### config.mk
export PLATFORM = sky130hd
export DESIGN_NAME = rpn_stack_evaluator_flat
export DESIGN_NICKNAME = d
export VERILOG_FILES = /design/src/rtl/rse_pkg.sv /design/src/rtl/rse_char_if.sv /design/src/rtl/rse_result_if.sv /design/src/rtl/rse_ram.sv /design/src/rtl/rpn_stack_evaluator.sv /design/src/flat_wrapper.sv
export SDC_FILE = /design/constraint.sdc
export NUM_CORES = 2
export LEC_CHECK = 0
export ABC_AREA = 1
export BUFFER_PORTS_ARGS = -buffer_cell sky130_fd_sc_hd__buf_4
export CORE_ASPECT_RATIO = 0.9
export CORE_MARGIN = 10
export CORE_UTILIZATION = 30
export DETAILED_ROUTE_END_ITERATION = 7
export PLACE_DENSITY = 0.42
export SYNTH_ARGS = -nofsm -noshare
export SYNTH_HDL_FRONTEND = slang
export SYNTH_SLANG_ARGS = --single-unit
export TNS_END_PERCENT = 50
### constraint.sdc
create_clock -name clk -period 10.75 [get_ports clk]
set_input_delay 1.6125 -clock clk [delete_from_list [all_inputs] [get_ports clk]]
set_output_delay 1.6125 -clock clk [all_outputs]
set_load 0.01 [all_outputs]
### src/rtl/rse_pkg.sv
// rse_pkg: field widths, character and status codes, and the sequencer state type
// for the rpn stack evaluator; no dependencies
`timescale 1ns / 1ps

package rse_pkg;

	localparam int CHAR_W   = 8;
	localparam int VALUE_W  = 32;
	localparam int STATUS_W = 3;

	localparam logic [CHAR_W-1:0] CH_ZERO  = 8'h30;
	localparam logic [CHAR_W-1:0] CH_NINE  = 8'h39;
	localparam logic [CHAR_W-1:0] CH_SPACE = 8'h20;
	localparam logic [CHAR_W-1:0] CH_PLUS  = 8'h2b;
	localparam logic [CHAR_W-1:0] CH_MINUS = 8'h2d;
	localparam logic [CHAR_W-1:0] CH_STAR  = 8'h2a;
	localparam logic [CHAR_W-1:0] CH_SLASH = 8'h2f;

	localparam logic [STATUS_W-1:0] ST_OK        = 3'd0;
	localparam logic [STATUS_W-1:0] ST_BAD_CHAR  = 3'd1;
	localparam logic [STATUS_W-1:0] ST_UNDERFLOW = 3'd2;
	localparam logic [STATUS_W-1:0] ST_TOO_BIG   = 3'd3;
	localparam logic [STATUS_W-1:0] ST_DIV_ZERO  = 3'd4;
	localparam logic [STATUS_W-1:0] ST_LEFTOVER  = 3'd5;
	localparam logic [STATUS_W-1:0] ST_OVERFLOW  = 3'd6;

	typedef enum logic [1:0] {
		OP_ADD,
		OP_SUB,
		OP_MUL,
		OP_DIV
	} op_t;

	typedef enum logic [2:0] {
		S_IDLE,
		S_OP_B,
		S_OP_C,
		S_DIV,
		S_DIV_SGN,
		S_WB,
		S_END,
		S_FIN_RD
	} state_t;

endpackage

### src/rtl/rse_char_if.sv
// rse_char_if: valid/ready channel carrying one expression character and its last flag
// depends on rse_pkg
`timescale 1ns / 1ps

interface rse_char_if;
	logic                       valid;
	logic                       ready;
	logic [rse_pkg::CHAR_W-1:0] char_code;
	logic                       last_char;

	modport source (output valid, output char_code, output last_char, input ready);
	modport sink (input valid, input char_code, input last_char, output ready);
endinterface

### src/rtl/rse_result_if.sv
// rse_result_if: valid/ready channel carrying the final value and status of an expression
// depends on rse_pkg
`timescale 1ns / 1ps

interface rse_result_if;
	logic                                valid;
	logic                                ready;
	logic signed [rse_pkg::VALUE_W-1:0]  value;
	logic        [rse_pkg::STATUS_W-1:0] status;

	modport source (output valid, output value, output status, input ready);
	modport sink (input valid, input value, input status, output ready);
endinterface

### src/rtl/rse_ram.sv
// rse_ram: generic single-write, single-read synchronous ram with registered read data
// no dependencies
`timescale 1ns / 1ps

module rse_ram #(
	parameter int WIDTH = 32,
	parameter int DEPTH = 32
) (
	input  logic                     clk,
	input  logic                     we,
	input  logic [$clog2(DEPTH)-1:0] waddr,
	input  logic [WIDTH-1:0]         wdata,
	input  logic [$clog2(DEPTH)-1:0] raddr,
	output logic [WIDTH-1:0]         rdata
);

	logic [WIDTH-1:0] mem [DEPTH];

	always_ff @(posedge clk) begin
		if (we) begin
			mem[waddr] <= wdata;
		end
		rdata <= mem[raddr];
	end

endmodule

### src/rtl/rpn_stack_evaluator.sv
// rpn_stack_evaluator: reverse polish evaluator over single-digit operands, stack in a ram
// depends on rse_pkg, rse_char_if, rse_result_if, rse_ram
//
//   channel  dir  payload                       transaction
//   chars    in   char_code[7:0], last_char     one expression character
//   result   out  value[31:0] signed, status[2:0]  one per expression, on last_char
//
// digit, space or bad character: accepted in S_IDLE; + - *: two stack reads, write back;
// /: radix-2 restoring divider, one quotient bit per cycle, then sign fix; skipped on zero.
// a last character that starts no operation goes through S_END; the final read adds S_FIN_RD.
// arst_n clears the sequencer, stack count and error; stack ram contents are not cleared.
// a waiting result does not block new characters; only a second result waits for the first.
`timescale 1ns / 1ps

module rpn_stack_evaluator #(
	parameter int STACK_DEPTH = 32
) (
	input  logic         clk,
	input  logic         arst_n,
	rse_char_if.sink     chars,
	rse_result_if.source result
);

	localparam int AW    = (STACK_DEPTH > 1) ? $clog2(STACK_DEPTH) : 1;
	localparam int CNT_W = $clog2(STACK_DEPTH + 1);
	localparam int VW    = rse_pkg::VALUE_W;
	localparam int DCW   = $clog2(VW);

	rse_pkg::state_t state_q, state_d;

	logic [CNT_W-1:0]             count_q;
	logic [rse_pkg::STATUS_W-1:0] err_q;
	logic                         pwd_q;
	logic                         last_q;
	rse_pkg::op_t                 op_q;
	logic                         out_valid_q;
	logic [DCW-1:0]               div_cnt_q;

	logic [VW-1:0] rhs_q, res_q, rem_q, quo_q, dvs_q;
	logic          neg_q;
	logic [VW-1:0] value_q;
	logic [rse_pkg::STATUS_W-1:0] status_q;

	// ram ports
	logic          ram_we;
	logic [AW-1:0] ram_waddr, ram_raddr;
	logic [VW-1:0] ram_wdata, ram_rdata;

	rse_ram #(.WIDTH(VW), .DEPTH(STACK_DEPTH)) u_stack (
		.clk  (clk),
		.we   (ram_we),
		.waddr(ram_waddr),
		.wdata(ram_wdata),
		.raddr(ram_raddr),
		.rdata(ram_rdata)
	);

	// character decode
	logic [rse_pkg::CHAR_W-1:0] ch;
	logic is_digit, is_op, is_space, is_bad, fire_in, out_free;
	logic stack_full, has_two, final_read, out_set;
	rse_pkg::op_t op_dec;
	logic [CNT_W-1:0] cnt_m1, cnt_m2;
	logic [rse_pkg::CHAR_W-1:0] digit_val;

	assign ch       = chars.char_code;
	assign is_digit = (ch >= rse_pkg::CH_ZERO) && (ch <= rse_pkg::CH_NINE);
	assign is_op    = (ch == rse_pkg::CH_PLUS) || (ch == rse_pkg::CH_MINUS) ||
	                  (ch == rse_pkg::CH_STAR) || (ch == rse_pkg::CH_SLASH);
	assign is_space = (ch == rse_pkg::CH_SPACE);
	assign is_bad   = !is_digit && !is_op && !is_space;
	assign fire_in  = chars.valid && chars.ready;
	assign out_free = !out_valid_q || result.ready;

	assign stack_full = (count_q >= CNT_W'(STACK_DEPTH));
	assign has_two    = (count_q >= CNT_W'(2));
	assign final_read = (err_q == rse_pkg::ST_OK) && (count_q == CNT_W'(1));
	assign cnt_m1     = count_q - CNT_W'(1);
	assign cnt_m2     = count_q - CNT_W'(2);
	assign digit_val  = ch - rse_pkg::CH_ZERO;

	// final entry read goes through S_FIN_RD before the result is raised
	assign out_set = ((state_q == rse_pkg::S_END) && last_q && out_free && !final_read) ||
	                 (state_q == rse_pkg::S_FIN_RD);

	always_comb begin
		case (ch)
			rse_pkg::CH_PLUS:  op_dec = rse_pkg::OP_ADD;
			rse_pkg::CH_MINUS: op_dec = rse_pkg::OP_SUB;
			rse_pkg::CH_STAR:  op_dec = rse_pkg::OP_MUL;
			default:           op_dec = rse_pkg::OP_DIV;
		endcase
	end

	// divider step and operand magnitudes
	logic [VW:0]   div_shift, div_diff;
	logic [VW-1:0] div_rem_nx, div_quo_nx;
	logic [VW-1:0] lhs_abs, rhs_abs;

	assign div_shift  = {rem_q, quo_q[VW-1]};
	assign div_diff   = div_shift - {1'b0, dvs_q};
	assign div_rem_nx = div_diff[VW] ? div_shift[VW-1:0] : div_diff[VW-1:0];
	assign div_quo_nx = {quo_q[VW-2:0], !div_diff[VW]};
	assign lhs_abs    = ram_rdata[VW-1] ? (~ram_rdata + VW'(1)) : ram_rdata;
	assign rhs_abs    = rhs_q[VW-1] ? (~rhs_q + VW'(1)) : rhs_q;

	// next state
	always_comb begin
		state_d = state_q;
		unique case (state_q)
			rse_pkg::S_IDLE: begin
				if (fire_in) begin
					if (is_op && err_q == rse_pkg::ST_OK && has_two) begin
						state_d = rse_pkg::S_OP_B;
					end else if (chars.last_char) begin
						state_d = rse_pkg::S_END;
					end
				end
			end
			rse_pkg::S_OP_B: state_d = rse_pkg::S_OP_C;
			rse_pkg::S_OP_C: begin
				if (op_q != rse_pkg::OP_DIV) begin
					state_d = rse_pkg::S_WB;
				end else if (rhs_q == '0) begin
					state_d = rse_pkg::S_END;
				end else begin
					state_d = rse_pkg::S_DIV;
				end
			end
			rse_pkg::S_DIV: begin
				if (div_cnt_q == DCW'(VW - 1)) begin
					state_d = rse_pkg::S_DIV_SGN;
				end
			end
			rse_pkg::S_DIV_SGN: state_d = rse_pkg::S_WB;
			rse_pkg::S_WB: state_d = rse_pkg::S_END;
			rse_pkg::S_END: begin
				if (!last_q) begin
					state_d = rse_pkg::S_IDLE;
				end else if (out_free) begin
					state_d = final_read ? rse_pkg::S_FIN_RD : rse_pkg::S_IDLE;
				end
			end
			rse_pkg::S_FIN_RD: state_d = rse_pkg::S_IDLE;
			default: state_d = rse_pkg::S_IDLE;
		endcase
	end

	// outputs: handshake and ram access
	always_comb begin
		chars.ready = 1'b0;
		ram_we      = 1'b0;
		ram_waddr   = count_q[AW-1:0];
		ram_wdata   = VW'(digit_val);
		ram_raddr   = cnt_m1[AW-1:0];
		unique case (state_q)
			rse_pkg::S_IDLE: begin
				chars.ready = 1'b1;
				ram_we = fire_in && is_digit && !pwd_q &&
				         (err_q == rse_pkg::ST_OK) && !stack_full;
			end
			rse_pkg::S_OP_B: ram_raddr = cnt_m2[AW-1:0];
			rse_pkg::S_WB: begin
				ram_we    = 1'b1;
				ram_waddr = cnt_m2[AW-1:0];
				ram_wdata = res_q;
			end
			rse_pkg::S_END: ram_raddr = '0;
			default: ;
		endcase
	end

	assign result.valid  = out_valid_q;
	assign result.value  = value_q;
	assign result.status = status_q;

	// control registers
	always_ff @(posedge clk or negedge arst_n) begin
		if (!arst_n) begin
			state_q     <= rse_pkg::S_IDLE;
			count_q     <= '0;
			err_q       <= rse_pkg::ST_OK;
			pwd_q       <= 1'b0;
			last_q      <= 1'b0;
			op_q        <= rse_pkg::OP_ADD;
			out_valid_q <= 1'b0;
			div_cnt_q   <= '0;
		end else begin
			state_q <= state_d;
			if (out_set) begin
				out_valid_q <= 1'b1;
			end else if (result.ready) begin
				out_valid_q <= 1'b0;
			end
			unique case (state_q)
				rse_pkg::S_IDLE: begin
					if (fire_in) begin
						last_q <= chars.last_char;
						op_q   <= op_dec;
						if (is_bad) begin
							err_q <= rse_pkg::ST_BAD_CHAR;
							pwd_q <= 1'b0;
						end else if (is_digit) begin
							pwd_q <= 1'b1;
							if (pwd_q) begin
								if (err_q == rse_pkg::ST_OK) err_q <= rse_pkg::ST_TOO_BIG;
							end else if (err_q == rse_pkg::ST_OK) begin
								if (stack_full) err_q <= rse_pkg::ST_OVERFLOW;
								else count_q <= count_q + CNT_W'(1);
							end
						end else begin
							pwd_q <= 1'b0;
							if (is_op && err_q == rse_pkg::ST_OK && !has_two) begin
								err_q <= rse_pkg::ST_UNDERFLOW;
							end
						end
					end
				end
				rse_pkg::S_OP_C: begin
					div_cnt_q <= '0;
					if (op_q == rse_pkg::OP_DIV && rhs_q == '0) begin
						err_q <= rse_pkg::ST_DIV_ZERO;
					end
				end
				rse_pkg::S_DIV: div_cnt_q <= div_cnt_q + DCW'(1);
				rse_pkg::S_WB: count_q <= cnt_m1;
				rse_pkg::S_END: begin
					if (last_q && out_free) begin
						count_q <= '0;
						err_q   <= rse_pkg::ST_OK;
						pwd_q   <= 1'b0;
					end
				end
				default: ;
			endcase
		end
	end

	// datapath registers
	always_ff @(posedge clk) begin
		unique case (state_q)
			rse_pkg::S_OP_B: rhs_q <= ram_rdata;
			rse_pkg::S_OP_C: begin
				case (op_q)
					rse_pkg::OP_ADD: res_q <= ram_rdata + rhs_q;
					rse_pkg::OP_SUB: res_q <= ram_rdata - rhs_q;
					rse_pkg::OP_MUL: res_q <= ram_rdata * rhs_q;
					default: begin
						quo_q <= lhs_abs;
						dvs_q <= rhs_abs;
						rem_q <= '0;
						neg_q <= ram_rdata[VW-1] ^ rhs_q[VW-1];
					end
				endcase
			end
			rse_pkg::S_DIV: begin
				rem_q <= div_rem_nx;
				quo_q <= div_quo_nx;
			end
			rse_pkg::S_DIV_SGN: res_q <= neg_q ? (~quo_q + VW'(1)) : quo_q;
			rse_pkg::S_END: begin
				// a held result stays put until it is taken
				if (last_q && out_free) begin
					value_q  <= '0;
					status_q <= (err_q == rse_pkg::ST_OK) ? rse_pkg::ST_LEFTOVER : err_q;
				end
			end
			rse_pkg::S_FIN_RD: begin
				value_q  <= ram_rdata;
				status_q <= rse_pkg::ST_OK;
			end
			default: ;
		endcase
	end

endmodule
### src/flat_wrapper.sv
// flat-port wrapper written by rule: the top's interface ports become plain ports
module rpn_stack_evaluator_flat 
#(
	parameter int STACK_DEPTH = 32
)
  (clk, arst_n, chars_valid, chars_char_code, chars_last_char, chars_ready, result_valid, result_value, result_status, result_ready);
  rse_char_if chars_i ();
  rse_result_if result_i ();
  input  logic clk;
  input  logic arst_n;
  input wire logic [$bits(chars_i.valid)-1:0] chars_valid;
  input wire logic [$bits(chars_i.char_code)-1:0] chars_char_code;
  input wire logic [$bits(chars_i.last_char)-1:0] chars_last_char;
  output wire logic [$bits(chars_i.ready)-1:0] chars_ready;
  output wire logic [$bits(result_i.valid)-1:0] result_valid;
  output wire logic [$bits(result_i.value)-1:0] result_value;
  output wire logic [$bits(result_i.status)-1:0] result_status;
  input wire logic [$bits(result_i.ready)-1:0] result_ready;
  assign chars_i.valid = chars_valid;
  assign chars_i.char_code = chars_char_code;
  assign chars_i.last_char = chars_last_char;
  assign chars_ready = chars_i.ready;
  assign result_valid = result_i.valid;
  assign result_value = result_i.value;
  assign result_status = result_i.status;
  assign result_i.ready = result_ready;
  rpn_stack_evaluator #(.STACK_DEPTH(STACK_DEPTH)) u_core (.clk(clk), .arst_n(arst_n), .chars(chars_i), .result(result_i));
endmodule
==> impl_metrics.yaml <==
worst_setup_path:
  endpoint_kind: "flop"
  critPathLaunchType: "flop"
  crit_path_frequent_cell: "fa_1"
  required_ns: 11.27
  crit_fanout: 14
  rr_worst_depth: 24
  cpLargestDelayFamily: "adder cells"
  slowest_delay_ns: 0.96
  rrSetupSlack_ns: 2.88
  path_class: "flop to flop"
  timing.rr.start: "u_core.u_stack.rdata[14]$_DFF_P_"
  path_cells: "buf_4 -> nand2_1 -> fa_1 -> inv_1 -> fa_1 -> fa_1 -> fa_1 -> inv_1 -> fa_1 -> inv_1 -> fa_1 -> fa_1 -> fa_1 -> ha_1 -> inv_1 -> nor3_1 -> o21ai_0 -> o211a_1 -> o21ai_0 -> a21oi_1 -> o21ai_0 -> nand2_1 -> nand2_1 -> o21ai_0"
  endpoint: "u_core.res_q[30]$_DFFE_PP_"
  cp-startpoint: "u_core.u_stack.rdata[14]$_DFF_P_"
  cp.depth: 24
  reg2reg_to: "u_core.res_q[30]$_DFFE_PP_"
  cp_num_buf_inv: 5
  critPathArrivalTime_ns: 8.38
  cp_slowest_cell: "dfxtp_1"
drt:
  vias: 52430
  dr.pass1.iters: 6
  wl_per_cell_um: 23.62
  drtIter0Drc: 4382
  ant_nets: 0
  drc_errors: 0
  wl_um: 248400
  vias_per_cell: 4.986
clock_tree:
  cts_num_sinks: 1274
  clkTransAtPathRegs_ns: 0.05
  htree_levels: 4
  numCtsBuffers: 152
  clk_path_buf_depth: 3
  post_cts_buffers: 0
  insertion_delay_ns: 0.81
  post_cts_resize_count: 0
  cts_hold_buf: 0
  cts-root-buf: "clkbuf_16"
  cts_tree: "done"
timing:
  worstMarginPinSlew_ns: 1.329
  max_slew_margin_pct: 11.31
  setup_viol: 0
  hold_viol_final: 0
  max_clock_freq_mhz: 127.1
  period_minus_slack_ns: 7.869
  finalMaxSlewViolations: 0
  finClkSkew_ns: 0.02559
  rsz0062_at_grt: "no"
  timing.final.crit_share_pct: 73.20
  setup_tns_ns: 0
floorplanning:
  ios: 50
  start_util_pct: 30.09
  core_area_um2: 243600
  dieArea_um2: 264600
  die_h_um: 489.0
  fp-row-count: 172
  fp.dieW_um: 541.1
synthesis:
  ys_seq_area_share_pct: 51.59
  async_reset_ff_share_pct: 1.727
  synth_edf_count: 1220
  synth_nets: 7878
  synth_area_per_cell_um2: 10.11
  synth_cells: 7250
  yosys_warnings: 0
  synth_area_leaders: "edfxtp_1 50%, fa_1 11%, nand2_1 5.5%, inv_1 5.3%, o21ai_0 4.7%"
  synth-seq-cells: 1274
  synth.top_cell.area_share_pct: 49.97
  synthFlopType: "edfxtp_1"
  synth_cell_types: 68
  yosys.area.top_type: "edfxtp_1"
  syn_area_um2: 73320
hold_path:
  hp-class: "flop to flop"
global_route:
  track_usage_pct: 18.44
  grt_overflow: 0
  grt_pass1_vias: 52247
  grt_pass1_wl_um: 366100
  antenna_found_initial: 10
  grt_start_max_net_pins: 188
finish:
  nets: 7800
  final_common_cell: "edfxtp_1"
  syn_to_final_growth_pct: 12.04
  drive_gt1_share_pct: 7.226
  n_fill_cell: 24692
  mostFrequentLayoutCells: "1,220 x edfxtp_1, 1,075 x nand2_1, 1,030 x inv_1, 845 x nor2_1, 678 x o21ai_0"
  fin_area_um2: 82140
  fin_cells: 10515
placement:
  place_area_um2: 77360
  io_buffers: 49
  place_congestion: 0.8724
  dp_cells: 10237
  dp_hpwl_um: 152200
outcome:
  status: "finished, final reports clean"
flow_run:
  cap_violations: 0
[Yosys cell counts (129+ instances only)]
cell type and count:
edfxtp_1 1220, nand2_1 1076, inv_1 1032, nor2_1 902
o21ai_0 686, fa_1 410, clkbuf_1 245, ha_1 205
nand3_1 187, a21oi_1 169, o21ai_1 164, o22ai_1 134
o221ai_1 129
[cell families (layout without fill, tap and decap cells)]
family / after synthesis / in the layout / share of synthesized area (%)
other: 0 / 3 / 0
multiplexers: 2 / 2 / 0.02901
AND/OR/NAND/NOR: 2311 / 2311 / 12.83
buffers and inverters: 1461 / 1504 / 7.896
XOR/XNOR: 121 / 121 / 1.445
flip-flops: 1274 / 1274 / 51.59
adder cells (fa/ha/maj): 615 / 615 / 14.69
AO/OA/AOI/OAI: 1466 / 1466 / 11.51
[metal layers]
metal	vias to the layer above	wire length, um	GRT usage (%)
met5	-	0	0
met4	0	5601	4.214
met3	282	12130	2.299
met2	1384	111500	29.28
met1	26574	119100	26.90
li1	24190	-	-
[final cells by class]
type / instances / area (um^2) / area share (%)
Timing Repair Buffer: 184 / 1456 / 1.773
Sequential cell: 1274 / 37830 / 46.06
Clock inverter: 81 / 728.2 / 0.8865
Multi-Input combinational cell: 4515 / 30080 / 36.63
Antenna cell: 3 / 7.507 / 0.009140
Clock buffer: 194 / 4044 / 4.923
Inverter: 1045 / 3961 / 4.823
Tap cell: 3219 / 4028 / 4.903
[per-stage QoR]
step	hold slack [ns]	util (%)	setup slack (ns)
4_1_cts	0.5107	33.71	2.940
6_report	0.5075	33.72	2.881
3_5_place_dp	0.4997	31.75	2.966
2_1_floorplan	0.4314	-	3.874
3_3_place_gp	0.4876	31.75	2.973
5_1_grt	0.5426	33.71	2.569
[worst min-delay path by stage]
| stage | from | depth (start not counted) | to |
|---|---|---|---|
| after global placement | u_core.div_cnt_q[4]$_DFFE_PN0P_ | 2 | u_core.div_cnt_q[4]$_DFFE_PN0P_ |
| final | u_core.div_cnt_q[4]$_DFFE_PN0P_ | 2 | u_core.div_cnt_q[4]$_DFFE_PN0P_ |
| after CTS | u_core.div_cnt_q[4]$_DFFE_PN0P_ | 2 | u_core.div_cnt_q[4]$_DFFE_PN0P_ |
| after floorplan | u_core.u_stack.rdata[1]$_DFF_P_ | 0 | u_core.rhs_q[1]$_DFFE_PN_ |
| after global routing | u_core.err_q[2]$_DFFE_PN0P_ | 2 | u_core.err_q[2]$_DFFE_PN0P_ |
| after detailed placement | u_core.div_cnt_q[4]$_DFFE_PN0P_ | 2 | u_core.div_cnt_q[4]$_DFFE_PN0P_ |
[worst reg2reg max path, stage by stage, from the launching register on]
cell and delay [ns]:
dfxtp_1 0.96, buf_4 0.43, nand2_1 0.14, fa_1 0.57, inv_1 0.05, fa_1 0.52
fa_1 0.46, fa_1 0.52, inv_1 0.06, fa_1 0.54, inv_1 0.05, fa_1 0.51
fa_1 0.43, fa_1 0.51, ha_1 0.39, inv_1 0.10, nor3_1 0.43, o21ai_0 0.22
o211a_1 0.16, o21ai_0 0.10, a21oi_1 0.09, o21ai_0 0.14, nand2_1 0.10, nand2_1 0.06
o21ai_0 0.08
[sequential cells by signal (all words and copies together) (netlist names), 5 cells and up]
register and flops:
u_core.dvs_q 32, u_core.u_stack.rdata 32, u_core.rem_q 32, u_core.result.value 32, u_core.div_cnt_q 5, u_core.u_stack.mem 1024, u_core.count_q 6, u_core.quo_q 32
u_core.rhs_q 32, u_core.res_q 32
Power is not shown: default switching activity piles up to over one toggle a cycle in this logic, so the estimate is an artifact.
